### src/hw/rtl/kalman_1d_position_velocity_tracker_macros.svh
// Assertion macros used by the file that checks the tracker.
`ifndef KALMAN_1D_POSITION_VELOCITY_TRACKER_MACROS_SVH
`define KALMAN_1D_POSITION_VELOCITY_TRACKER_MACROS_SVH

// Checked at every rising edge outside reset.
`define KF1D_ASSERT(label, clk_s, rst_s, prop, msg) \
  label: assert property (@(posedge clk_s) disable iff (rst_s) prop) else $error(msg);

// Checked at every rising edge, reset included.
`define KF1D_ASSERT_ALWAYS(label, clk_s, prop, msg) \
  label: assert property (@(posedge clk_s) prop) else $error(msg);

`endif

### src/hw/rtl/kf1d_pkg.sv
`timescale 1ns / 1ps

package kf1d_pkg;

  localparam int unsigned STATE_WIDTH = 32;
  localparam int unsigned CD_WIDTH    = 18;
  localparam int unsigned CFG_IDX_W   = 8;

  localparam logic [CFG_IDX_W-1:0] REG_POS_NOISE = 8'd0;
  localparam logic [CFG_IDX_W-1:0] REG_VEL_NOISE = 8'd1;
  localparam logic [CFG_IDX_W-1:0] REG_MEAS_NOISE = 8'd2;
  localparam logic [CFG_IDX_W-1:0] REG_TIMEOUT   = 8'd3;

  localparam logic [31:0] POS_NOISE_RST  = 32'd655360;
  localparam logic [31:0] VEL_NOISE_RST  = 32'd655360;
  localparam logic [31:0] MEAS_NOISE_RST = 32'd196608;
  localparam logic [15:0] TIMEOUT_RST    = 16'd3000;

  localparam logic signed [CD_WIDTH-1:0] CD_MIN = 18'sh20000;

  typedef enum logic [3:0] {
    ST_IDLE,
    ST_TICK,
    ST_MEAS,
    ST_DIV0_GO,
    ST_DIV0_WAIT,
    ST_DIV1_GO,
    ST_DIV1_WAIT,
    ST_MUL_GO,
    ST_MUL_WAIT,
    ST_OUT
  } state_t;

  typedef enum logic [3:0] {
    MOP_K0Y,
    MOP_K1Y,
    MOP_K0P00,
    MOP_K0P01,
    MOP_K1P01,
    MOP_V_DT,
    MOP_DT_P01,
    MOP_DT_P11,
    MOP_DT_T01
  } mop_t;

  typedef struct packed {
    logic load;
    logic tick;
    logic new_track;
    logic meas_prep;
    logic zero_gain;
    logic div_start;
    logic div_wb;
    logic div_sel;
    logic mul_start;
    logic mul_wb;
    mop_t mul_op;
    logic out_load;
  } cmd_t;

  typedef struct packed {
    logic cd_pos;
    logic tick_alive;
    logic s_pos;
    logic div_done;
    logic mul_done;
  } status_t;

  // Magnitude m with sign neg, saturated to a signed field of w bits.
  function automatic logic signed [63:0] sat_mag(input logic [127:0] m, input logic neg,
                                                 input int unsigned w);
    logic [127:0] lim;
    logic [127:0] v;
    logic [63:0]  r;
    lim = ((128'd1 << (w - 1)) - 128'd1) + {127'd0, neg};
    v   = (m > lim) ? lim : m;
    r   = v[63:0];
    return neg ? signed'(64'd0 - r) : signed'(r);
  endfunction

  function automatic logic signed [63:0] add_sat(input logic signed [63:0] a,
                                                 input logic signed [63:0] b,
                                                 input int unsigned w);
    logic signed [64:0] s;
    logic signed [64:0] mx;
    logic signed [64:0] mn;
    s  = 65'(a) + 65'(b);
    mx = (65'sd1 <<< (w - 1)) - 65'sd1;
    mn = -mx - 65'sd1;
    if (s > mx) s = mx;
    else if (s < mn) s = mn;
    return s[63:0];
  endfunction

  function automatic logic signed [63:0] sub_sat(input logic signed [63:0] a,
                                                 input logic signed [63:0] b,
                                                 input int unsigned w);
    logic signed [64:0] s;
    logic signed [64:0] mx;
    logic signed [64:0] mn;
    s  = 65'(a) - 65'(b);
    mx = (65'sd1 <<< (w - 1)) - 65'sd1;
    mn = -mx - 65'sd1;
    if (s > mx) s = mx;
    else if (s < mn) s = mn;
    return s[63:0];
  endfunction

endpackage

### src/hw/rtl/kf1d_ctrl.sv
`timescale 1ns / 1ps

module kf1d_ctrl (
  input  logic              clk,
  input  logic              rst,
  input  logic              in_valid,
  input  logic              in_action,
  output logic              in_ready,
  output logic              out_valid,
  input  logic              out_ready,
  input  kf1d_pkg::status_t stat,
  output kf1d_pkg::cmd_t    cmd
);

  kf1d_pkg::state_t state, state_next;
  kf1d_pkg::mop_t   op, op_next;
  logic             out_valid_next;

  always_ff @(posedge clk) begin
    if (rst) begin
      state     <= kf1d_pkg::ST_IDLE;
      op        <= kf1d_pkg::MOP_K0Y;
      out_valid <= 1'b0;
    end else begin
      state     <= state_next;
      op        <= op_next;
      out_valid <= out_valid_next;
    end
  end

  always_comb begin
    state_next = state;
    op_next    = op;
    cmd        = '0;
    cmd.mul_op = op;
    in_ready   = 1'b0;
    case (state)
      kf1d_pkg::ST_IDLE: begin
        in_ready = 1'b1;
        if (in_valid) begin
          cmd.load   = 1'b1;
          state_next = in_action ? kf1d_pkg::ST_TICK : kf1d_pkg::ST_MEAS;
        end
      end
      kf1d_pkg::ST_TICK: begin
        cmd.tick = 1'b1;
        if (stat.tick_alive) begin
          op_next    = kf1d_pkg::MOP_V_DT;
          state_next = kf1d_pkg::ST_MUL_GO;
        end else begin
          state_next = kf1d_pkg::ST_OUT;
        end
      end
      kf1d_pkg::ST_MEAS: begin
        if (stat.cd_pos) begin
          cmd.meas_prep = 1'b1;
          state_next    = kf1d_pkg::ST_DIV0_GO;
        end else begin
          cmd.new_track = 1'b1;
          state_next    = kf1d_pkg::ST_OUT;
        end
      end
      kf1d_pkg::ST_DIV0_GO: begin
        if (stat.s_pos) begin
          cmd.div_start = 1'b1;
          state_next    = kf1d_pkg::ST_DIV0_WAIT;
        end else begin
          cmd.zero_gain = 1'b1;
          op_next       = kf1d_pkg::MOP_K0Y;
          state_next    = kf1d_pkg::ST_MUL_GO;
        end
      end
      kf1d_pkg::ST_DIV0_WAIT: begin
        if (stat.div_done) begin
          cmd.div_wb = 1'b1;
          state_next = kf1d_pkg::ST_DIV1_GO;
        end
      end
      kf1d_pkg::ST_DIV1_GO: begin
        cmd.div_sel   = 1'b1;
        cmd.div_start = 1'b1;
        state_next    = kf1d_pkg::ST_DIV1_WAIT;
      end
      kf1d_pkg::ST_DIV1_WAIT: begin
        cmd.div_sel = 1'b1;
        if (stat.div_done) begin
          cmd.div_wb = 1'b1;
          op_next    = kf1d_pkg::MOP_K0Y;
          state_next = kf1d_pkg::ST_MUL_GO;
        end
      end
      kf1d_pkg::ST_MUL_GO: begin
        cmd.mul_start = 1'b1;
        state_next    = kf1d_pkg::ST_MUL_WAIT;
      end
      kf1d_pkg::ST_MUL_WAIT: begin
        if (stat.mul_done) begin
          cmd.mul_wb = 1'b1;
          if (op == kf1d_pkg::MOP_K1P01 || op == kf1d_pkg::MOP_DT_T01) begin
            state_next = kf1d_pkg::ST_OUT;
          end else begin
            op_next    = kf1d_pkg::mop_t'(op + 4'd1);
            state_next = kf1d_pkg::ST_MUL_GO;
          end
        end
      end
      kf1d_pkg::ST_OUT: begin
        if (!out_valid || out_ready) begin
          cmd.out_load = 1'b1;
          state_next   = kf1d_pkg::ST_IDLE;
        end
      end
      default: state_next = kf1d_pkg::ST_IDLE;
    endcase
  end

  always_comb begin
    if (cmd.out_load) out_valid_next = 1'b1;
    else if (out_ready) out_valid_next = 1'b0;
    else out_valid_next = out_valid;
  end

endmodule

### config.mk
export PLATFORM = sky130hd
export DESIGN_NAME = kf1d_ctrl
export DESIGN_NICKNAME = d
export VERILOG_FILES = /design/src/hw/rtl/kalman_1d_position_velocity_tracker_macros.svh /design/src/hw/rtl/kf1d_pkg.sv /design/src/hw/rtl/kf1d_ctrl.sv
export SDC_FILE = /design/constraint.sdc
export NUM_CORES = 1
export LEC_CHECK = 0
export ABC_CLOCK_PERIOD_IN_PS = 1900
export BUFFER_PORTS_ARGS = -buffer_cell sky130_fd_sc_hd__buf_2
export CORE_ASPECT_RATIO = 1.25
export CORE_MARGIN = 4
export CORE_UTILIZATION = 50
export DETAILED_ROUTE_END_ITERATION = 10
export GPL_TIMING_DRIVEN = 1
export HOLD_SLACK_MARGIN = 0.1
export MAX_ROUTING_LAYER = met4
export PLACE_DENSITY = 0.81
export SYNTH_ARGS = -nofsm -noshare
export SYNTH_HDL_FRONTEND = slang
export SYNTH_SLANG_ARGS = --single-unit
### constraint.sdc
create_clock -name clk -period 1.9 [get_ports clk]
set_input_delay 0.19 -clock clk [delete_from_list [all_inputs] [get_ports clk]]
set_output_delay 0.19 -clock clk [all_outputs]
set_load 0.1 [all_outputs]
==> impl_metrics.py <==
metrics = {
    "synth": {
        "synth_top_area_share_pct": 20.6,
        "avgSynthCellArea_um2": 7.35,
        "synth_cells": 119,
        "ys_ff_latch": 9,
        "syn-cell-area_um2": 875,
        "synth_nets": 131,
        "synth_cell_type_count": 43,
        "synth_flop_cell": "dfxtp_1",
        "yosysWarnings": 0,
        "async_flop_share_pct": 0,
        "yosysTopAreaCell": "dfxtp_1",
        "ys_seq_area_share_pct": 20.6,
        "synth_edf_count": 0,
        "synth.area.top_cells": "dfxtp_1, a21oi_1, nor2_1",
    },
    "clock_network": {
        "cts_tree": "yes",
        "clk_pin_slew_ns": 0.06,
        "numCtsBuffers": 3,
        "numClockSinks": 9,
        "cts-htree-levels": 1,
        "clock-root-buffer": "clkbuf_4",
        "clockBufferDepth": 2,
        "clk_latency_ns": 0.27,
        "postCtsSetupBuffers": 0,
    },
    "power": {
        "comb_power_share_pct": 79.2,
        "power_leakage_uw": 0.000559,
        "swShare_pct": 57.5,
        "total_power_uw": 2800,
        "seqPwrFrac_pct": 15.4,
        "p_clk_share_pct": 5.4,
        "p_per_area_nw_per_um2": 2010,
        "p_int_uw": 1190,
        "peakVddDrop_mv": 1.57,
        "p_switching_uw": 1610,
    },
    "layout": {
        "syn_to_final_growth_pct": 59.2,
        "post-route-util_pct": 85.9,
        "final_layout_size_suffix_gt1_share_pct": 43.1,
        "fin_nets": 166,
        "final_cell_area_um2": 1390,
        "final_common_cell": "buf_2",
        "final_cell_mix": "buf_2, buf_4, a21oi_1",
        "antenna_cells": 0,
    },
    "timing": {
        "slew_headroom_pct": 67.6,
        "slew_violations": 0,
        "fin_crit_ns": 1.81,
        "clock.fmax_mhz": 554,
        "fin_skew_ns": 0.00345,
        "period_share_pct": 95.1,
        "timing_worst_slew_pin_value_ns": 0.489,
        "setup_violations": 0,
        "fin_tns_setup_ns": 0,
        "hold_violations": 0,
        "layout_setup_ws_ns": 0.0937,
    },
    "setup_path": {
        "r2r_cells": 6,
        "critPathLaunchType": "flip-flop",
        "cp-startpoint": "state[2]",
        "worst-path-buf-inv": 3,
        "cp_top_family": "buffers and inverters",
        "crit_end": "cmd[9]",
        "crit_chain": "buf_4 -> nor2b_2 -> buf_4 -> a21oi_1 -> nor2_4 -> buf_12",
        "crit_top_cell": "buf_4",
        "slowest_delay_ns": 0.47,
        "worstSetupEndpointType": "output port",
        "crit_required_ns": 1.71,
        "cp.depth": 6,
        "r2r_end": "op[3]",
        "timing.rr.start": "op[1]",
        "crit_path_top_delay_cell": "dfxtp_4",
        "arrival_ns": 1.62,
        "crit_type": "reg -> out",
        "path_max_fanout": 16,
        "rrSetupSlack_ns": 0.12,
    },
    "global_route": {
        "antenna_found_initial": 0,
        "first_global_vias": 1043,
        "grt_max_degree": 17,
        "track_usage_pct": 27.6,
        "grt_pass1_wl_mm": 4.88,
        "grt_overflow_total": 0,
    },
    "route": {
        "drtPass1Iterations": 4,
        "initialDrtViolationCount": 34,
        "ant_nets": 0,
        "routed_wl_mm": 2.95,
        "num_vias": 1087,
        "vias_per_cell": 6.36,
        "drc": 0,
        "wl_per_cell_um": 17.2,
    },
    "floorplanning": {
        "num_rows": 16,
        "coreArea_um2": 1620,
        "dieArea_um2": 2490,
        "die_y_um": 54.8,
        "die_x_um": 45.4,
        "io_pins": 27,
        "start_util_pct": 53.9,
    },
    "placement": {
        "place_congestion": 0.930,
        "post-place-ws_ns": 0.0739,
        "post_dp_cell_area_um2": 1350,
        "numPortBuffers": 26,
        "dp_hpwl_mm": 2.13,
    },
    "hold_path": {
        "worstHoldPathType": "in -> reg",
    },
    "flow_run": {
        "maxCapViolations": 0,
    },
    "status": {
        "outcome": "finished, final reports clean",
    },
}
==> stage by stage <==
| stage | hold WS [ns] | cells |
|---|---|---|
| after global routing | 0.208 | 171 |
| after floorplan | 0.365 | 119 |
| after CTS | 0.198 | 171 |
| after global placement | 0.468 | 167 |
| final | 0.192 | 171 |
| after detailed placement | 0.478 | 167 |
==> flip-flops by register name, indices dropped and copies added (netlist names) <==
register and flops:
op 4, out_valid 1, state 4
==> metal layers <==
metal	routed length, um	share of wire [%]	track usage [%]	vias up
met4	89	3.0	12.2	0
met5	0	0	-	-
met3	225	7.6	4.28	9
li1	-	-	-	502
met2	1560	53	45.1	66
met1	1070	36	33.0	510
==> Yosys cell counts, drive strengths merged (3+ instances only) <==
master  count
dfxtp       9
buf         7
a21oi      13
nor4b       3
nor2b       5
nand2b      7
nor3        3
nand2       7
and2        3
nor2       12
nand4b      3
or4         3
o21ai       6
clkbuf      4
nor3b       3
nand3       4
inv         3
==> final cells by class <==
| type | count | area (um2) |
|---|---|---|
| clock buffers | 4 | 26.3 |
| fillers | 95 | 229 |
| inverters | 3 | 11.3 |
| multi-input cells | 96 | 742 |
| flip-flops and latches | 9 | 194 |
| well taps | 18 | 22.5 |
| repair buffers | 41 | 397 |
==> logic make-up after synthesis <==
logic type,synth area share (%)
AOI/OAI and AO/OA,22.0
xor gates and xnor gates,2.00
adders and majority gates,4.01
buffers and inverters,7.87
DFF,20.6
muxes,1.29
and+or+nand+nor,42.2
==> worst register-to-register path, stage by stage (launching register included) <==
cell and delay [ns]:
dfxtp_1 0.38, inv_1 0.08, ha_1 0.21, a32oi_2 0.26
o211ai_4 0.15, or4_1 0.50, a21oi_1 0.13
==> timing repair <==
action	in CTS	in global routing
endpoints found under the hold margin	0	0
hold buffers	0	0
resized for setup	1	6
pin swaps	0	0
setup endpoints to repair	1	7
==> power by group through the flow <==
stage / combinational [uW] / sequential (uW) / clock [uW]
2_1_floorplan: 1560 / 498 / 0
3_3_place_gp: 2130 / 397 / 0
3_5_place_dp: 2160 / 414 / 0
4_1_cts: 2180 / 414 / 152
5_1_grt: 2340 / 446 / 160
6_report: 2220 / 431 / 150
==> how the worst min path moves through the flow <==
stage	start	endpoint	slack, ns	cells past startpoint
global placement	rst	state[0]	0.47	2
CTS	rst	op[1]	0.20	2
floorplan	stat[1]	state[1]	0.37	2
finish	rst	state[3]	0.19	2
global route	rst	state[0]	0.21	2
detailed placement	rst	state[0]	0.48	2
(Power assumes the default switching activity.)
